## src/rtl/dnsa_pkg.sv

```systemverilog
// Package for the DNS A-record response parser.
// Holds the beat types, the parse phase enum, status codes and constants.
// No dependencies.
package dnsa_pkg;

   localparam int POS_W = 10;
   localparam int MAX_PACKET_BYTES_DEF = 512;
   localparam int RSP_FIFO_DEPTH = 4;

   localparam logic [POS_W-1:0] HDR_LAST = POS_W'(11);
   localparam logic [POS_W-1:0] HDR_KEPT = POS_W'(8);
   localparam logic [3:0] QFIXED_LEN = 4'd4;
   localparam logic [3:0] RR_FIXED_LEN = 4'd10;
   localparam logic [3:0] RR_TC_LEN = 4'd4;
   localparam logic [3:0] RR_RDLEN_POS = 4'd8;
   localparam logic [1:0] PTR_MARK = 2'b11;
   localparam logic [1:0] LABEL_MARK = 2'b00;
   localparam logic [31:0] A_IN_TAG = 32'h0001_0001;
   localparam logic [15:0] A_RDLENGTH = 16'd4;

   localparam logic [2:0] ST_OK = 3'd0;
   localparam logic [2:0] ST_TOO_SHORT = 3'd1;
   localparam logic [2:0] ST_ID_MISMATCH = 3'd2;
   localparam logic [2:0] ST_NOT_RESPONSE = 3'd3;
   localparam logic [2:0] ST_RCODE_ERROR = 3'd4;
   localparam logic [2:0] ST_BAD_QUESTION = 3'd5;

   typedef enum logic [3:0] {
      PH_HEADER = 4'd0,
      PH_QNAME  = 4'd1,
      PH_QPTR   = 4'd2,
      PH_QFIXED = 4'd3,
      PH_ANAME  = 4'd4,
      PH_APTR   = 4'd5,
      PH_AFIXED = 4'd6,
      PH_RDATA  = 4'd7,
      PH_DONE   = 4'd8
   } phase_type;

   typedef struct packed {
      logic [7:0] data_byte;
      logic       end_of_packet;
   } req_type;

   typedef struct packed {
      logic        is_summary;
      logic [31:0] ipv4_address;
      logic [2:0]  parse_status;
      logic [15:0] address_count;
      logic        last_of_run;
   } rsp_type;

endpackage

```

## src/rtl/dns_a_record_response_parser.sv

```systemverilog
// DNS A-record response parser: one response byte per cycle, results through a
// four-entry queue. Depends on dnsa_pkg, dnsa_parse_core and dnsa_rsp_fifo.
//
// Accepts one packet byte per cycle; each byte is parsed in the cycle it is
// accepted and its results (an address, an end-of-packet summary, or both)
// enter a four-entry result queue. req_ready is high while the queue has room
// for two results, so the input rate is one byte per cycle as long as the
// result side keeps up. Bytes beyond MAX_PACKET_BYTES are ignored except for
// the end mark. The query ID is written through csr_wr_en/csr_wr_data; the
// user must write it only while idle; the block does not enforce this.
module dns_a_record_response_parser #(
   parameter int MAX_PACKET_BYTES = dnsa_pkg::MAX_PACKET_BYTES_DEF
) (
   input  logic             clock,
   input  logic             reset,
   input  logic             req_valid,
   output logic             req_ready,
   input  dnsa_pkg::req_type req_payload,
   output logic             rsp_valid,
   input  logic             rsp_ready,
   output dnsa_pkg::rsp_type rsp_payload,
   input  logic             csr_wr_en,
   input  logic [15:0]      csr_wr_data
);
   import dnsa_pkg::*;

   logic [15:0] qid_ff;
   logic        step;
   logic        push0, push1;
   rsp_type     data0, data1;
   logic        room2;

   assign req_ready = room2;
   assign step      = req_valid && req_ready;

   always_ff @(posedge clock) begin
      if (reset) begin
         qid_ff <= '0;
      end else if (csr_wr_en) begin
         qid_ff <= csr_wr_data;
      end
   end

   dnsa_parse_core #(
      .MAX_PACKET_BYTES(MAX_PACKET_BYTES)
   ) u_core (
      .clock    (clock),
      .reset    (reset),
      .step     (step),
      .beat     (req_payload),
      .match_id (qid_ff),
      .push0    (push0),
      .push1    (push1),
      .data0    (data0),
      .data1    (data1)
   );

   dnsa_rsp_fifo u_fifo (
      .clock       (clock),
      .reset       (reset),
      .push0       (push0),
      .push1       (push1),
      .data0       (data0),
      .data1       (data1),
      .room2       (room2),
      .rsp_valid   (rsp_valid),
      .rsp_ready   (rsp_ready),
      .rsp_payload (rsp_payload)
   );

endmodule

```

## src/rtl/dnsa_rsp_fifo.sv

```systemverilog
// Four-entry result queue; takes up to two results per cycle, gives one.
// Depends on dnsa_pkg.
module dnsa_rsp_fifo (
   input  logic             clock,
   input  logic             reset,
   input  logic             push0,
   input  logic             push1,
   input  dnsa_pkg::rsp_type data0,
   input  dnsa_pkg::rsp_type data1,
   output logic             room2,
   output logic             rsp_valid,
   input  logic             rsp_ready,
   output dnsa_pkg::rsp_type rsp_payload
);
   import dnsa_pkg::*;

   localparam int PTR_W = $clog2(RSP_FIFO_DEPTH);
   localparam int CNT_W = PTR_W + 1;

   rsp_type           mem_ff [RSP_FIFO_DEPTH];
   logic [PTR_W-1:0]  wr_ptr_ff, wr_ptr_in, rd_ptr_ff, rd_ptr_in;
   logic [CNT_W-1:0]  count_ff, count_in;
   logic              pop;
   logic [CNT_W-1:0]  push_n;
   logic [PTR_W-1:0]  wr_ptr_nx;

   assign pop       = rsp_valid && rsp_ready;
   assign push_n    = CNT_W'(push0) + CNT_W'(push1);
   assign wr_ptr_nx = wr_ptr_ff + PTR_W'(1);
   assign wr_ptr_in = wr_ptr_ff + PTR_W'(push_n);
   assign rd_ptr_in = rd_ptr_ff + PTR_W'(pop);
   assign count_in  = count_ff + push_n - CNT_W'(pop);

   assign rsp_valid   = (count_ff != '0);
   assign rsp_payload = mem_ff[rd_ptr_ff];
   assign room2       = (count_ff <= CNT_W'(RSP_FIFO_DEPTH - 2));

   always_ff @(posedge clock) begin
      if (reset) begin
         wr_ptr_ff <= '0;
         rd_ptr_ff <= '0;
         count_ff  <= '0;
      end else begin
         wr_ptr_ff <= wr_ptr_in;
         rd_ptr_ff <= rd_ptr_in;
         count_ff  <= count_in;
      end
   end

   always_ff @(posedge clock) begin
      if (push0) begin
         mem_ff[wr_ptr_ff] <= data0;
      end
      if (push1) begin
         mem_ff[wr_ptr_nx] <= data1;
      end
   end

   a_no_overflow: assert property (@(posedge clock) disable iff (reset)
      (push0 || push1) |-> (count_ff + push_n <= CNT_W'(RSP_FIFO_DEPTH)))
      else $error("result queue overflow");

   a_push_order: assert property (@(posedge clock) disable iff (reset)
      push1 |-> push0)
      else $error("second push without first");

   a_count_track: assert property (@(posedge clock) disable iff (reset)
      (!push0 && !pop) |=> $stable(count_ff))
      else $error("count moved without push or pop");

endmodule

```

## src/rtl/dnsa_parse_core.sv

```systemverilog
// Byte-wise DNS response parse state and the results one byte produces.
// Depends on dnsa_pkg.
module dnsa_parse_core #(
   parameter int MAX_PACKET_BYTES = dnsa_pkg::MAX_PACKET_BYTES_DEF
) (
   input  logic             clock,
   input  logic             reset,
   input  logic             step,
   input  dnsa_pkg::req_type beat,
   input  logic [15:0]      match_id,
   output logic             push0,
   output logic             push1,
   output dnsa_pkg::rsp_type data0,
   output dnsa_pkg::rsp_type data1
);
   import dnsa_pkg::*;

   logic [POS_W-1:0] pos_ff, pos_in, pos_c;
   logic [63:0]      hdr_ff, hdr_in, hdr_c;
   logic [15:0]      qleft_ff, qleft_in, qleft_c;
   logic [15:0]      aleft_ff, aleft_in, aleft_c;
   phase_type        phase_ff, phase_in, phase_c;
   logic [5:0]       label_ff, label_in, label_c;
   logic [3:0]       fidx_ff, fidx_in, fidx_c;
   logic [31:0]      tc_ff, tc_in, tc_c;
   logic [15:0]      rdleft_ff, rdleft_in, rdleft_c;
   logic [31:0]      acc_ff, acc_in, acc_c;
   logic [15:0]      found_ff, found_in, found_c;
   logic [2:0]       err_ff, err_in, err_c;
   logic             emit_addr;
   logic [2:0]       status;

   logic [7:0]  b;
   logic [15:0] aleft_dec, qleft_dec, rd_new;
   logic [3:0]  fidx_inc;
   logic [31:0] acc_new;

   assign b         = beat.data_byte;
   assign aleft_dec = aleft_ff - 16'd1;
   assign qleft_dec = qleft_ff - 16'd1;
   assign fidx_inc  = fidx_ff + 4'd1;
   assign rd_new    = (fidx_ff >= RR_RDLEN_POS) ? {rdleft_ff[7:0], b} : rdleft_ff;
   assign acc_new   = {acc_ff[23:0], b};

   // next state for one parsed byte
   always_comb begin
      pos_c     = pos_ff;
      hdr_c     = hdr_ff;
      qleft_c   = qleft_ff;
      aleft_c   = aleft_ff;
      phase_c   = phase_ff;
      label_c   = label_ff;
      fidx_c    = fidx_ff;
      tc_c      = tc_ff;
      rdleft_c  = rdleft_ff;
      acc_c     = acc_ff;
      found_c   = found_ff;
      err_c     = err_ff;
      emit_addr = 1'b0;
      if (pos_ff < POS_W'(MAX_PACKET_BYTES)) begin
         pos_c = pos_ff + POS_W'(1);
         unique case (phase_ff)
            PH_HEADER: begin
               if (pos_ff < HDR_KEPT) begin
                  hdr_c = {hdr_ff[55:0], b};
               end
               if (pos_ff == HDR_LAST) begin
                  phase_c = PH_DONE;
                  if (hdr_ff[63:48] != match_id) begin
                     err_c = ST_ID_MISMATCH;
                  end else if (!hdr_ff[47]) begin
                     err_c = ST_NOT_RESPONSE;
                  end else if (hdr_ff[35:32] != 4'd0) begin
                     err_c = ST_RCODE_ERROR;
                  end else if (hdr_ff[15:0] != 16'd0) begin
                     qleft_c = hdr_ff[31:16];
                     aleft_c = hdr_ff[15:0];
                     label_c = '0;
                     phase_c = (hdr_ff[31:16] != 16'd0) ? PH_QNAME : PH_ANAME;
                  end
               end
            end
            PH_QNAME, PH_ANAME: begin
               if (label_ff != '0) begin
                  label_c = label_ff - 6'd1;
               end else if (b == 8'd0) begin
                  fidx_c   = '0;
                  tc_c     = '0;
                  rdleft_c = '0;
                  phase_c  = (phase_ff == PH_QNAME) ? PH_QFIXED : PH_AFIXED;
               end else if (b[7:6] == PTR_MARK) begin
                  phase_c = (phase_ff == PH_QNAME) ? PH_QPTR : PH_APTR;
               end else if (b[7:6] == LABEL_MARK) begin
                  label_c = b[5:0];
               end else begin
                  if (phase_ff == PH_QNAME) begin
                     err_c = ST_BAD_QUESTION;
                  end
                  phase_c = PH_DONE;
               end
            end
            PH_QPTR: begin
               fidx_c  = '0;
               phase_c = PH_QFIXED;
            end
            PH_APTR: begin
               fidx_c   = '0;
               tc_c     = '0;
               rdleft_c = '0;
               phase_c  = PH_AFIXED;
            end
            PH_QFIXED: begin
               fidx_c = fidx_inc;
               if (fidx_inc == QFIXED_LEN) begin
                  qleft_c = qleft_dec;
                  label_c = '0;
                  phase_c = (qleft_dec == 16'd0) ? PH_ANAME : PH_QNAME;
               end
            end
            PH_AFIXED: begin
               if (fidx_ff < RR_TC_LEN) begin
                  tc_c = {tc_ff[23:0], b};
               end
               rdleft_c = rd_new;
               fidx_c   = fidx_inc;
               if (fidx_inc == RR_FIXED_LEN) begin
                  if (rd_new != A_RDLENGTH) begin
                     tc_c = '0;
                  end
                  acc_c = '0;
                  if (rd_new == 16'd0) begin
                     aleft_c = aleft_dec;
                     label_c = '0;
                     phase_c = (aleft_dec == 16'd0) ? PH_DONE : PH_ANAME;
                  end else begin
                     phase_c = PH_RDATA;
                  end
               end
            end
            PH_RDATA: begin
               acc_c    = acc_new;
               rdleft_c = rdleft_ff - 16'd1;
               if (rdleft_ff == 16'd1) begin
                  if (tc_ff == A_IN_TAG) begin
                     found_c   = found_ff + 16'd1;
                     emit_addr = 1'b1;
                  end
                  aleft_c = aleft_dec;
                  label_c = '0;
                  phase_c = (aleft_dec == 16'd0) ? PH_DONE : PH_ANAME;
               end
            end
            PH_DONE: begin
            end
            default: begin
               phase_c = PH_DONE;
            end
         endcase
      end
   end

   always_comb begin
      if (phase_c == PH_HEADER) begin
         status = ST_TOO_SHORT;
      end else if (err_c != ST_OK) begin
         status = err_c;
      end else if (phase_c == PH_QNAME || phase_c == PH_QPTR || phase_c == PH_QFIXED) begin
         status = ST_BAD_QUESTION;
      end else begin
         status = ST_OK;
      end
   end

   // clear per-packet state after the end mark
   always_comb begin
      if (beat.end_of_packet) begin
         pos_in    = '0;
         hdr_in    = '0;
         qleft_in  = '0;
         aleft_in  = '0;
         phase_in  = PH_HEADER;
         label_in  = '0;
         fidx_in   = '0;
         tc_in     = '0;
         rdleft_in = '0;
         acc_in    = '0;
         found_in  = '0;
         err_in    = ST_OK;
      end else begin
         pos_in    = pos_c;
         hdr_in    = hdr_c;
         qleft_in  = qleft_c;
         aleft_in  = aleft_c;
         phase_in  = phase_c;
         label_in  = label_c;
         fidx_in   = fidx_c;
         tc_in     = tc_c;
         rdleft_in = rdleft_c;
         acc_in    = acc_c;
         found_in  = found_c;
         err_in    = err_c;
      end
   end

   // result beats for this byte
   always_comb begin
      rsp_type addr_r;
      rsp_type sum_r;
      addr_r.is_summary    = 1'b0;
      addr_r.ipv4_address  = acc_new;
      addr_r.parse_status  = ST_OK;
      addr_r.address_count = found_c;
      addr_r.last_of_run   = !beat.end_of_packet;
      sum_r.is_summary     = 1'b1;
      sum_r.ipv4_address   = '0;
      sum_r.parse_status   = status;
      sum_r.address_count  = found_c;
      sum_r.last_of_run    = 1'b1;
      push0 = step && (emit_addr || beat.end_of_packet);
      push1 = step && emit_addr && beat.end_of_packet;
      data0 = emit_addr ? addr_r : sum_r;
      data1 = sum_r;
   end

   always_ff @(posedge clock) begin
      if (reset) begin
         pos_ff    <= '0;
         hdr_ff    <= '0;
         qleft_ff  <= '0;
         aleft_ff  <= '0;
         phase_ff  <= PH_HEADER;
         label_ff  <= '0;
         fidx_ff   <= '0;
         tc_ff     <= '0;
         rdleft_ff <= '0;
         acc_ff    <= '0;
         found_ff  <= '0;
         err_ff    <= ST_OK;
      end else if (step) begin
         pos_ff    <= pos_in;
         hdr_ff    <= hdr_in;
         qleft_ff  <= qleft_in;
         aleft_ff  <= aleft_in;
         phase_ff  <= phase_in;
         label_ff  <= label_in;
         fidx_ff   <= fidx_in;
         tc_ff     <= tc_in;
         rdleft_ff <= rdleft_in;
         acc_ff    <= acc_in;
         found_ff  <= found_in;
         err_ff    <= err_in;
      end
   end

endmodule
```

## config.mk

```make
export PLATFORM = sky130hd
export DESIGN_NAME = dns_a_record_response_parser
export DESIGN_NICKNAME = d
export VERILOG_FILES = /design/src/rtl/dnsa_pkg.sv /design/src/rtl/dns_a_record_response_parser.sv /design/src/rtl/dnsa_rsp_fifo.sv /design/src/rtl/dnsa_parse_core.sv
export SDC_FILE = /design/constraint.sdc
export NUM_CORES = 1
export LEC_CHECK = 0
export ABC_AREA = 1
export BUFFER_PORTS_ARGS = -buffer_cell sky130_fd_sc_hd__buf_2
export CELL_PAD_IN_SITES_DETAIL_PLACEMENT = 1
export CELL_PAD_IN_SITES_GLOBAL_PLACEMENT = 1
export CORE_MARGIN = 4
export CORE_UTILIZATION = 45
export DETAILED_ROUTE_END_ITERATION = 10
export GPL_TIMING_DRIVEN = 1
export PLACE_DENSITY_LB_ADDON = 0.1
export SLEW_MARGIN = 20
export SYNTH_ARGS = -nofsm -noshare
export SYNTH_HDL_FRONTEND = slang
export SYNTH_SLANG_ARGS = --single-unit
```

## constraint.sdc

```tcl
create_clock -name clock -period 3.1 [get_ports clock]
set_clock_uncertainty 0.15 [all_clocks]
set_input_delay 0.465 -clock clock [delete_from_list [all_inputs] [get_ports clock]]
set_output_delay 0.465 -clock clock [all_outputs]
set_load 0.05 [all_outputs]
```

-- Word level (Yosys, flattened, before mapping)
Memory sizes are Yosys's and may differ from the RTL's. A register that Yosys moved wholly into a read port is not among the register bits.
Cells that the tools add are included.
- add/subtract/negate cells: 13
- order comparisons: 5
- eq/ne operators: 33
- muxes and demuxes: 116
- reductions and logical operators: 44
- operators by type and width (kind ; count):
    $mux 16 ; 28
    $mux 64 ; 4
    $mux 32 ; 7
    $pmux 32 s3 ; 1
    $mux 6 ; 15
    $mux 4 ; 20
    $mux 24 ; 3
    $pmux 16 s4 ; 1
    $mux 3 ; 18
    $mux 53 ; 1
    $logic_not 16->1 ; 3
    $pmux 16 s3 ; 1
    $pmux 24 s2 ; 1
    $sub 16x1->16 const B ; 3
    $eq 32x17->1 const B ; 1
    $pmux 16 s2 ; 1
    $pmux 4 s8 ; 1
    $reduce_bool 16->1 ; 2
    $pmux 6 s5 ; 1
    $ne 3x2->1 const B ; 8
    $eq 4x3->1 const B ; 5
    $mux 10 ; 2
    $add 16x1->16 const B ; 1
    $eq 16x1->1 const B ; 1
    other kinds (46) ; 82
- register bits: 234
- memory bits (writable): 212
- word-level logic and storage cells: 228
- memories: 1
- memory list (memory ; words ; bits a word ; read ports ; clocked after Yosys merged registers in ; write ports ; RTL line ; text):
    u_fifo.mem_ff ; 4 ; 53 ; 1 ; 1 ; 2 ; dnsa_rsp_fifo.sv:20 ; rsp_type mem_ff [RSP_FIFO_DEPTH];

-- Logic depth before layout (Yosys ltp)
Gate-level depths: netlist of run 1.
- depth in word-level cells: 16
- mapped depth: 21
- mapped depth without buffers: 20

-- Modules after synthesis
A second synthesis of run 1 with hierarchy kept.
- cells, all modules: 3305
- area, all modules: 24582.3 sq um
- by module, submodules not included (module ; times used ; cells each ; area each (sq um)):
    dnsa_parse_core ; 1 ; 1998 ; 12802.3
    dnsa_rsp_fifo ; 1 ; 1204 ; 11101.9
    dns_a_record_response_parser ; 1 ; 103 ; 678.2

-- Worst setup path after synthesis of run 1
OpenSTA, ideal clock, no wires.
- path kind: reg-to-reg
- start: register u_fifo.count_ff[0]
- end: register u_fifo.count_ff[2]
- data arrival time: 2.553 ns
- setup slack: 0.269 ns
- stages on the path, launching flop included: 13
- cells stage by stage: dfxtp_1 -> a21oi_2 -> nand2_2 -> nor2_1 -> inv_1 -> nor2_4 -> ha_1 -> inv_1 -> ha_1 -> fa_1 -> xor2_1 -> inv_1 -> nor2_1
- cells in the longest elaborated chain, start to end: 7
- ends and longest elaborated chain (what ; RTL line ; text):
    start: declaration ; dnsa_rsp_fifo.sv:22 ; logic [CNT_W-1:0] count_ff, count_in;
    start signal: assignment ; dnsa_rsp_fifo.sv:46 ; count_ff <= count_in;
    $le 3x2->1 * ; dnsa_rsp_fifo.sv:36 ; assign room2 = (count_ff <= CNT_W'(RSP_FIFO_DEPTH - 2));
    via req_ready ; dns_a_record_response_parser.sv:17 ; output logic req_ready,
    $logic_and 1x1->1 * ; dns_a_record_response_parser.sv:34 ; assign step = req_valid && req_ready;
    $logic_and 1x1->1 (2 in a row) ; dnsa_parse_core.sv:220 ; push1 = step && emit_addr && beat.end_of_packet;
    $add 1x1->2 * ; dnsa_rsp_fifo.sv:28 ; assign push_n = CNT_W'(push0) + CNT_W'(push1);
    $add 3x3->3 * ; dnsa_rsp_fifo.sv:32 ; assign count_in = count_ff + push_n - CNT_W'(pop);
    $sub 3x1->3 * ; dnsa_rsp_fifo.sv:32 ;
Mark *: on every way through the listed nets, which the timed path passes. The rest lies on a longest branch.
A chain may end at the register's enable or synchronous reset.

==> results of run 1 <==
worst max-delay path, cell delays in order (launching register included):
cell and delay (ns):
dfxtp_1 0.41, ha_1 0.21, nor3b_2 0.41, buf_4 0.21
nand3_1 0.08, nor2_1 0.11, nand3_1 0.11, nor2_1 0.09
nand3_1 0.16, nand3_1 0.19, nand2_1 0.10, nand2_1 0.10
nor2_1 0.06, nand2_1 0.18, a21oi_1 0.11
cells in the mapped netlist (all sizes together):
library cell and n:
nor2 470, o211a 1, ha 18, a21o 1, o31ai 1, nor3b 2, nand3b 3, buf 57
a221oi 1, a21oi 333, inv 347, a211oi 53, a21boi 1, and3 3, o21ai 382, fa 1
nand3 98, edfxtp 76, o21bai 1, a31oi 10, a2111oi 2, clkinv 2, o32ai 1, dfxtp 370
o22ai 59, and2 3, nor4 8, o211ai 6, or2 3, o21a 16, clkbuf 103, nor3 20
nand2 599, nand4 23, xor2 17, xnor2 10, o2111ai 1
sequential cells by signal, indices dropped and copies added (netlist names), 6 cells and up:
signal / cells
u_core.hdr_ff: 64
u_core.acc_ff: 24
u_core.found_ff: 16
u_core.rdleft_ff: 16
qid_ff: 16
u_fifo.mem_ff: 212
u_core.tc_ff: 32
u_core.pos_ff: 10
u_core.aleft_ff: 16
u_core.qleft_ff: 16
u_core.label_ff: 6
per-stage QoR:
stage	util, %	hold slack [ns]	instances	setup TNS, ns	power (mW)
finish	52.65	0.03043	3829	0	20.60
global route	52.65	0.01868	3829	-0.2137	21.72
CTS	52.36	0.004316	3828	0	20.66
detailed placement	48.74	0.2871	3734	0	14.52
global placement	48.74	0.2787	3734	0	14.25
floorplan	-	0.2712	3102	0	12.46
cells in the final DEF, fill, tap and decap left out, types with 8 or more instances in the layout:
cell / instances
nand2_1: 588
nor2_1: 436
dfxtp_1: 367
o21ai_0: 364
a21oi_1: 329
inv_1: 319
nand3_1: 94
buf_2: 83
edfxtp_1: 76
buf_4: 72
o22ai_1: 59
clkbuf_16: 52
a211oi_1: 51
inv_2: 25
nand4_1: 23
nor3_1: 18
buf_12: 18
nor2_4: 17
xor2_1: 17
o21ai_1: 16
o21a_1: 16
ha_1: 16
nor2_2: 15
clkbuf_1: 13
nand2_2: 11
xnor2_1: 10
a31oi_1: 10
clkbuf_8: 9
dlygate4sd3_1: 8
power by group through the flow:
stage / Sequential [mW] / Combinational [mW] / Clock [mW]
2_1_floorplan: 7.36 / 5.10 / 0
3_3_place_gp: 7.47 / 6.78 / 0
3_5_place_dp: 7.53 / 6.99 / 0
4_1_cts: 7.43 / 7.06 / 6.17
5_1_grt: 7.54 / 7.73 / 6.44
6_report: 7.45 / 7.09 / 6.06
cell type report:
| class | count | share of cell area [%] |
|---|---|---|
| Antenna cell | 1 | 0.009892 |
| Clock buffer | 74 | 5.826 |
| Clock inverter | 12 | 0.7221 |
| Inverter | 349 | 5.208 |
| Multi-Input combinational cell | 2147 | 41.15 |
| Sequential cell | 446 | 38.33 |
| Tap cell | 615 | 3.042 |
| Timing Repair Buffer | 185 | 5.713 |
timing repair:
action	CTS	global route
hold endpoints to repair	8	0
pin swaps	0	1
resized for setup	1	39
hold buffers	8	0
endpoints found under the setup margin	2	76
cell families (layout without fill, tap and decap cells):
| group | count (synthesis) | count (layout) | synth area share [%] |
|---|---|---|---|
| AO/OA/AOI/OAI | 869 | 869 | 21.34 |
| flip-flops | 446 | 446 | 44.09 |
| AND/OR/NAND/NOR | 1232 | 1232 | 23.15 |
| adder cells (fa/ha/maj) | 19 | 19 | 1.116 |
| buffers and inverters | 509 | 620 | 9.224 |
| other | 0 | 1 | 0 |
| XOR/XNOR | 27 | 27 | 1.076 |
layer usage:
layer	up-vias	GRT usage (%)
met5	-	0
met4	0	6.904
met3	103	3.703
met2	409	47.42
met1	10590	36.53
li1	10360	-
worst paths after layout:
check | start | end | slack [ns] | depth (start not counted)
hold / removal | csr_wr_data[14] | qid_ff[14]$_SDFFE_PP0P_ | 0.03 | 3
hold reg to reg | u_fifo.mem_ff[2][49]$_SDFFE_PP0P_ | u_fifo.mem_ff[2][49]$_SDFFE_PP0P_ | 0.29 | 2
setup reg to reg | u_core.fidx_ff[0]$_SDFFE_PP0P_ | u_fifo.mem_ff[1][17]$_DFFE_PP_ | 0.15 | 14
setup / recovery | u_core.fidx_ff[0]$_SDFFE_PP0P_ | u_fifo.mem_ff[1][17]$_DFFE_PP_ | 0.15 | 14
==> results.py, run 1 <==
metrics = {
    "run_status": {
        "outcome": "completed",
    },
    "power_and_ir_drop": {
        "pwr_density_cell_nw_per_um2": 814.3,
        "combPwrFrac_pct": 34.4,
        "power_frac_clock_pct": 29.4,
        "switching_share_pct": 39.55,
        "ir_worst_vdd_mv": 0.3994,
        "p_seq_share_pct": 36.2,
        "p_leak_nw": 10.54,
        "internal-power_mw": 12.45,
        "switchingPower_mw": 8.147,
    },
    "synth": {
        "syn_area_um2": 21970,
        "yosys.area.top_type": "dfxtp_1",
        "ys_seq_elements": 446,
        "synth.avg_cell_area_um2": 7.084,
        "syn_nets": 3151,
        "synth_top_area_share_pct": 33.71,
        "syn_inst": 3102,
        "ys_seq_area_share_pct": 44.09,
        "yosysUniqueCellTypes": 58,
        "ys_warn_count": 0,
        "yosys-top-cells-area": "dfxtp_1, edfxtp_1, nand2_1, o21ai_0, nor2_1",
    },
    "routing": {
        "drt_iter0_drc": 1384,
        "dr_wl_met2_mm": 35.47,
        "met1_length_mm": 33.29,
        "vias": 21460,
        "highest_layer": "met4",
        "routedWlPerCell_um": 19.21,
        "drc_errors": 0,
        "wl_met3_mm": 3.085,
        "via_per_inst": 5.604,
        "ant_nets": 0,
        "drt-pass1-iter-count": 5,
        "routed_wl_mm": 73.55,
    },
    "global_routing": {
        "grt_pass1_vias": 22350,
        "overflow": 0,
        "grt_pass1_wl_mm": 119.3,
        "grt_use_total_pct": 27.47,
        "antenna_found_initial": 1,
        "grt_max_degree": 165,
    },
    "die": {
        "io_pins": 85,
        "fp.dieW_um": 229.0,
        "die_area_um2": 52430,
        "rows": 80,
        "core_area_um2": 48050,
        "dieHeight_um": 229.0,
        "initial_core_util_pct": 45.74,
    },
    "clock_tree": {
        "clock_sinks": 446,
        "clock_latency_ns": 0.60,
        "root_buffer": "clkbuf_16",
        "cts_buffer_depth": 3,
        "post_cts.repair.setup_buffers": 0,
        "numCtsBuffers": 50,
        "cts_tree": "built",
        "clkTransAtPathRegs_ns": 0.06,
        "htree_num_levels": 2,
    },
    "worst_setup_path": {
        "cp.arrival_ns": 3.12,
        "crit_path_end_kind": "flip-flop",
        "worst_setup_path_start_kind": "flip-flop",
        "cp_max_fo": 5,
        "cp.required_ns": 3.27,
        "crit_type": "flip-flop to flip-flop",
    },
    "run": {
        "drv_cap": 0,
    },
    "sta": {
        "timing.slew.headroom_pct": 44.66,
        "max_freq_mhz": 338.9,
        "period_minus_slack_ns": 2.950,
        "hold_violations": 0,
        "worst_slew_pin_slew_ns": 0.8301,
        "rsz0062_at_grt": "true",
        "fin_crit_sh_pct": 95.17,
        "maxSlewViolCount": 0,
        "setup_slack_ns": 0.1496,
        "setup_viol": 0,
    },
    "layout": {
        "nFillCells": 6160,
        "drive_gt1_share_pct": 10.83,
        "fin_nets": 3228,
        "multiInputGateArea_um2": 10410,
        "ff_latch_area_um2": 9696,
        "syn_to_final_growth_pct": 15.12,
        "finish.instance_area_um2": 25300,
    },
    "placed_design": {
        "dp_slack_ns": 0.05538,
        "io_buffers": 84,
        "placed_cell_area_um2": 23420,
        "place_congestion": 0.9112,
        "dp_hpwl_mm": 49.82,
    },
    "hold_path": {
        "worst_hold_path_type": "input port to flip-flop",
    },
}
Power figures use the tool's default switching activity.
==> run 2: changes to the inputs <==
Settings changed: BUFFER_PORTS_ARGS -buffer_cell sky130_fd_sc_hd__buf_2 to unset, DONT_BUFFER_PORTS set to 1.
==> run 2 against run 1 <==
  * Count of clock-buffer cells in the layout is 8 lower
  * Via count is 0.61% higher
  * Worst hold slack better by 0.0057 ns
  * Maximum frequency is 0.24% higher
  * Highest routed layer unchanged
  * Clock power is 3% higher
  * Non-clock buffer count is 6 lower
  * Total power is 2.2% higher
==> results.py, run 2 (same netlist as run 1, synthesis figures left out) <==
metrics = {
    "run_status": {
        "outcome": "completed",
    },
    "routing": {
        "routed_wl_mm": 75.75,
        "drc_errors": 0,
        "routedWlPerCell_um": 19.79,
        "ant_nets": 0,
        "vias": 21590,
        "drt-pass1-iter-count": 6,
        "via_per_inst": 5.640,
        "drt_iter0_drc": 1492,
    },
    "power_and_ir_drop": {
        "pwr_density_cell_nw_per_um2": 823.4,
        "ir_worst_vdd_mv": 0.4923,
        "p_total_mw": 21.05,
        "p_leak_nw": 10.61,
    },
    "hold_path": {
        "holdCritStartpoint": "req_payload[0]",
        "worst_hold_path_type": "input port to flip-flop",
        "hold_depth": 3,
    },
    "worst_setup_path": {
        "path_depth": 15,
        "crit_buf_inv": 3,
        "cp_slowest_cell": "dlygate4sd3_1",
        "cp-startpoint": "req_payload[1]",
        "cp.required_ns": 3.27,
        "cp_max_fo": 7,
        "r2r_start": "u_core.phase_ff[3]$_SDFFE_PP0P_",
        "cp.arrival_ns": 3.11,
        "crit_path_end_kind": "flip-flop",
        "slowest_delay_ns": 0.69,
        "crit_chain": "dlygate4sd3_1 > inv_1 > nand3_1 > nor2_2 > o21ai_0 > nand2_1 > nor2_1 > a21oi_1 > nand2_1 > a21oi_2 > inv_1 > nor2_1 > nand2_1 > nand2_2 > nor2_1",
        "worst_setup_path_start_kind": "input port",
        "crit_family": "simple AND/OR/NAND/NOR gates",
        "r2r_cells": 13,
        "crit_type": "input port to flip-flop",
    },
    "die": {
        "die_area_um2": 52430,
        "initial_core_util_pct": 45.74,
        "fp.dieW_um": 229.0,
        "dieHeight_um": 229.0,
        "rows": 80,
        "core_area_um2": 48050,
        "io_pins": 85,
    },
    "global_routing": {
        "grt_max_degree": 144,
        "antenna_found_initial": 1,
        "overflow": 0,
        "grt_use_total_pct": 28.09,
        "grt_pass1_vias": 22550,
        "grt_pass1_wl_mm": 121.3,
    },
    "layout": {
        "most-common-layout-cells": "nand2_1, nor2_1, dfxtp_1",
        "finish.instance_area_um2": 25570,
        "reg_top3": "u_fifo.mem_ff: 212 flops, u_core.hdr_ff: 64 flops, u_core.tc_ff: 32 flops",
        "largest_register_ffs": 212,
        "drive_gt1_share_pct": 9.499,
        "fin_cells": 3828,
        "fin_nets": 3222,
        "syn_to_final_growth_pct": 16.35,
        "multiInputGateArea_um2": 10370,
        "final_common_cell": "nand2_1",
        "top_register": "u_fifo.mem_ff",
        "ff_latch_area_um2": 9696,
        "nFillCells": 6111,
    },
    "sta": {
        "max_freq_mhz": 339.8,
        "rsz0062_at_grt": "false",
        "hold_violations": 0,
        "tns_ns": 0,
        "setup_viol": 0,
        "fin_crit_sh_pct": 94.94,
        "period_minus_slack_ns": 2.943,
        "timing.slew.headroom_pct": 44.16,
        "maxSlewViolCount": 0,
        "worst_slew_pin_slew_ns": 0.8349,
    },
    "run": {
        "drv_cap": 0,
    },
    "placed_design": {
        "io_buffers": 0,
        "placed_cell_area_um2": 23210,
        "place_inst": 3682,
        "dp_hpwl_mm": 49.88,
        "place_congestion": 0.8982,
    },
    "clock_tree": {
        "clock_sinks": 446,
        "htree_num_levels": 2,
        "root_buffer": "clkbuf_16",
        "clkTransAtPathRegs_ns": 0.06,
        "clock_latency_ns": 0.60,
        "numCtsBuffers": 50,
        "cts_buffer_depth": 3,
        "cts_tree": "built",
    },
}
==> run 2: power by group <==
part	leakage, nW	total, mW	switching, mW	internal [mW]
sequential	3.69	7.46	0.558	6.90
clock	0.827	6.22	2.53	3.69
combinational	6.09	7.38	5.15	2.23
==> run 2: what timing repair did <==
action	CTS	global route
hold buffers	53	0
setup endpoints to repair	0	71
setup buffers	0	1
resized for setup	0	32
endpoints found under the hold margin	193	0
==> run 2: final cells by class <==
type                    count  share of cell area [%]
diodes                      2                 0.01958
well taps                 615                   3.010
multi-input cells        2147                   40.56
clock inverters            24                   1.194
repair buffers            179                   6.670
flip-flops and latches    446                   37.92
inverters                 349                   5.138
clock buffers              66                   5.491
==> run 2: path summary, 6_finish.rpt <==
kind                                                     endpoint  slack [ns]
worst max-delay path               u_fifo.mem_ff[1][19]$_DFFE_PP_        0.16
worst min-delay path              u_core.aleft_ff[3]$_SDFFE_PP0P_        0.04
worst max register to register   u_core.rdleft_ff[6]$_SDFFE_PP0P_        0.20
worst min register to register  u_fifo.mem_ff[2][37]$_SDFFE_PP0P_        0.29
==> run 2: metrics by stage <==
stage	util [%]	hold slack, ns	setup WS (ns)
after global placement	48.30	0.2811	0.1552
after floorplan	-	0.2712	0.2693
after CTS	53.00	0.01074	0.02868
after detailed placement	48.30	0.2886	0.1028
final	53.21	0.03613	0.1567
after global routing	53.21	0.02279	0.001695
==> run 2: layer usage <==
metal	vias up	wire, um	GRT usage (%)
met5	-	0	0
met4	0	2530	9.700
met3	146	3345	3.802
met2	473	35730	47.14
met1	10610	34150	37.39
li1	10360	-	-
==> run 2: worst register-to-register path, delay by kind of cell (launching register included) <==
kind	cells	cell delay, ns
buf+inv	5	1.04
compound gates	3	0.66
flops	1	0.49
simple gates	5	0.49
==> run 3: changes to the inputs <==
Settings changed: CORE_MARGIN 4 to 2, MAX_ROUTING_LAYER set to met4, PLACE_DENSITY set to 0.79, PLACE_DENSITY_LB_ADDON 0.1 to unset.
==> run 3 against run 2 <==
  * Non-clock buffer count up 3
  * Clock power down 5.1%
  * Sequential power about the same
  * Sequential share of layout area about the same
  * Via count up 0.51%
  * Total power down 1.1%
  * Critical endpoint is now u_core.qleft_ff[5]$_SDFFE_PP0P_
==> results.py, run 3 (same netlist as run 1, synthesis figures left out) <==
metrics = {
    "worst_setup_path": {
        "crit_buf_inv": 5,
        "cp.required_ns": 3.43,
        "cp_slowest_cell": "dlygate4sd3_1",
        "crit_chain": "a21oi_2 > nand2_2 > buf_6 > nor2_2 > nor2_2 > inv_2 > buf_4 > o21ai_1 > nor3_1 > nand3_2 > buf_4 > a21oi_1 > a211oi_2 > dlygate4sd3_1",
        "crit_family": "buffers and inverters",
        "slowest_delay_ns": 0.56,
        "cp_max_fo": 26,
        "crit_path_end_kind": "flip-flop",
        "worst_setup_path_start_kind": "flip-flop",
        "crit_type": "flip-flop to flip-flop",
        "cp.arrival_ns": 3.32,
    },
    "global_routing": {
        "grt_use_total_pct": 30.51,
        "grt_pass1_wl_mm": 120.4,
        "use_met3_pct": 5.606,
        "grtUsageMet1_pct": 37.76,
        "met2_usage_pct": 50.62,
        "grt_pass1_vias": 22640,
        "grt.busiest_layer": "met2",
        "antenna_found_initial": 2,
        "overflow": 0,
        "grt_max_degree": 144,
    },
    "layout": {
        "most-common-layout-cells": "nand2_1, nor2_1, dfxtp_1",
        "final_common_cell": "nand2_1",
        "top_register": "u_fifo.mem_ff",
        "fin_cells": 3828,
        "fin_nets": 3224,
        "largest_register_ffs": 212,
        "reg_top3": "u_fifo.mem_ff: 212 flops, u_core.hdr_ff: 64 flops, u_core.tc_ff: 32 flops",
        "fin_util_pct": 53.39,
        "finish.instance_area_um2": 25600,
        "drive_gt1_share_pct": 9.872,
        "syn_to_final_growth_pct": 16.49,
    },
    "clock_tree": {
        "clkTransAtPathRegs_ns": 0.06,
        "cts_tree": "built",
        "cts_buffer_depth": 3,
        "root_buffer": "clkbuf_16",
        "clock_sinks": 446,
        "clock_latency_ns": 0.60,
        "numCtsBuffers": 49,
        "htree_num_levels": 2,
    },
    "routing": {
        "routedWlPerCell_um": 19.77,
        "drt-pass1-iter-count": 5,
        "ant_nets": 0,
        "drt_iter0_drc": 1426,
        "routed_wl_mm": 75.68,
        "vias": 21700,
        "via_per_inst": 5.669,
        "drc_errors": 0,
    },
    "sta": {
        "setup_viol": 0,
        "rsz0062_at_grt": "true",
        "timing.slew.headroom_pct": 39.40,
        "worst_slew_pin_slew_ns": 0.9061,
        "hold_violations": 0,
        "max_freq_mhz": 334.3,
        "timing.hold.ws_ns": 0.02806,
        "period_minus_slack_ns": 2.991,
        "setup_slack_ns": 0.1090,
        "maxSlewViolCount": 0,
        "fin_crit_sh_pct": 96.48,
        "tns_ns": 0,
    },
    "die": {
        "die_area_um2": 50620,
        "rows": 80,
        "fp.dieW_um": 225.0,
        "dieHeight_um": 225.0,
        "initial_core_util_pct": 45.83,
        "core_area_um2": 47950,
        "io_pins": 85,
    },
    "placed_design": {
        "placed_cell_area_um2": 23210,
        "dp_hpwl_mm": 48.88,
        "place_inst": 3681,
        "place_congestion": 0.9445,
        "io_buffers": 0,
        "dp_slack_ns": 0.06146,
    },
    "run_status": {
        "outcome": "completed",
    },
    "power_and_ir_drop": {
        "p_total_mw": 20.82,
        "pwr_density_cell_nw_per_um2": 813.2,
        "ir_worst_vdd_mv": 0.3778,
        "p_leak_nw": 10.60,
    },
    "hold_path": {
        "worst_hold_path_type": "input port to flip-flop",
    },
    "run": {
        "drv_cap": 0,
    },
}
run 3: cell types whose count changed in the layout (fill, tap and decap cells not counted), sizes merged:
cell / delta
inv: +1
clkbuf: +2
buf: +3
dlygate4sd3: -1
bufinv: -3
clkinvlp: -3
clkinv: +1
run 3: final timing paths:
kind	depth (start not counted)	startpoint	slack, ns	endpoint
hold / removal	5	req_payload[0]	0.03	u_core.qleft_ff[6]$_SDFFE_PP0P_
setup / recovery	14	u_fifo.count_ff[1]$_SDFF_PP0_	0.11	u_core.qleft_ff[5]$_SDFFE_PP0P_
setup reg to reg	14	u_fifo.count_ff[1]$_SDFF_PP0_	0.11	u_core.qleft_ff[5]$_SDFFE_PP0P_
hold reg to reg	2	u_fifo.mem_ff[2][26]$_SDFFE_PP0P_	0.30	u_fifo.mem_ff[2][26]$_SDFFE_PP0P_
run 3: worst min-delay path: stages:
cell and delay, ns:
a21oi_1 0.03, o21ai_0 0.09, nand2_1 0.06, nand2_1 0.05, a21oi_1 0.03
run 3: final cells by class:
cell class                      instances  area (um2)
Antenna cell                            2       5.005
Clock buffer                           67        1404
Clock inverter                         20       192.7
Fill cell                            6091       22350
Inverter                              349        1314
Multi-Input combinational cell       2147       10450
Sequential cell                       446        9696
Tap cell                              615       769.5
Timing Repair Buffer                  182        1768
run 3: power breakdown:
group          internal, mW  switching (mW)
Combinational          2.28            5.19
Clock                  3.41            2.49
Sequential             6.90           0.551
run 3: layer usage:
layer / up-vias / routed length [um]
li1: 10360 / -
met1: 10650 / 33490
met2: 522 / 35880
met3: 170 / 4034
met4: 0 / 2279
met5: - / 0
run 3: what timing repair did:
| item | in CTS | in global routing |
|---|---|---|
| endpoints found under the hold margin | 194 | 0 |
| buffers inserted | 0 | 5 |
| gates resized for setup | 0 | 54 |
| endpoints found under the setup margin | 0 | 37 |
| hold buffers | 52 | 0 |
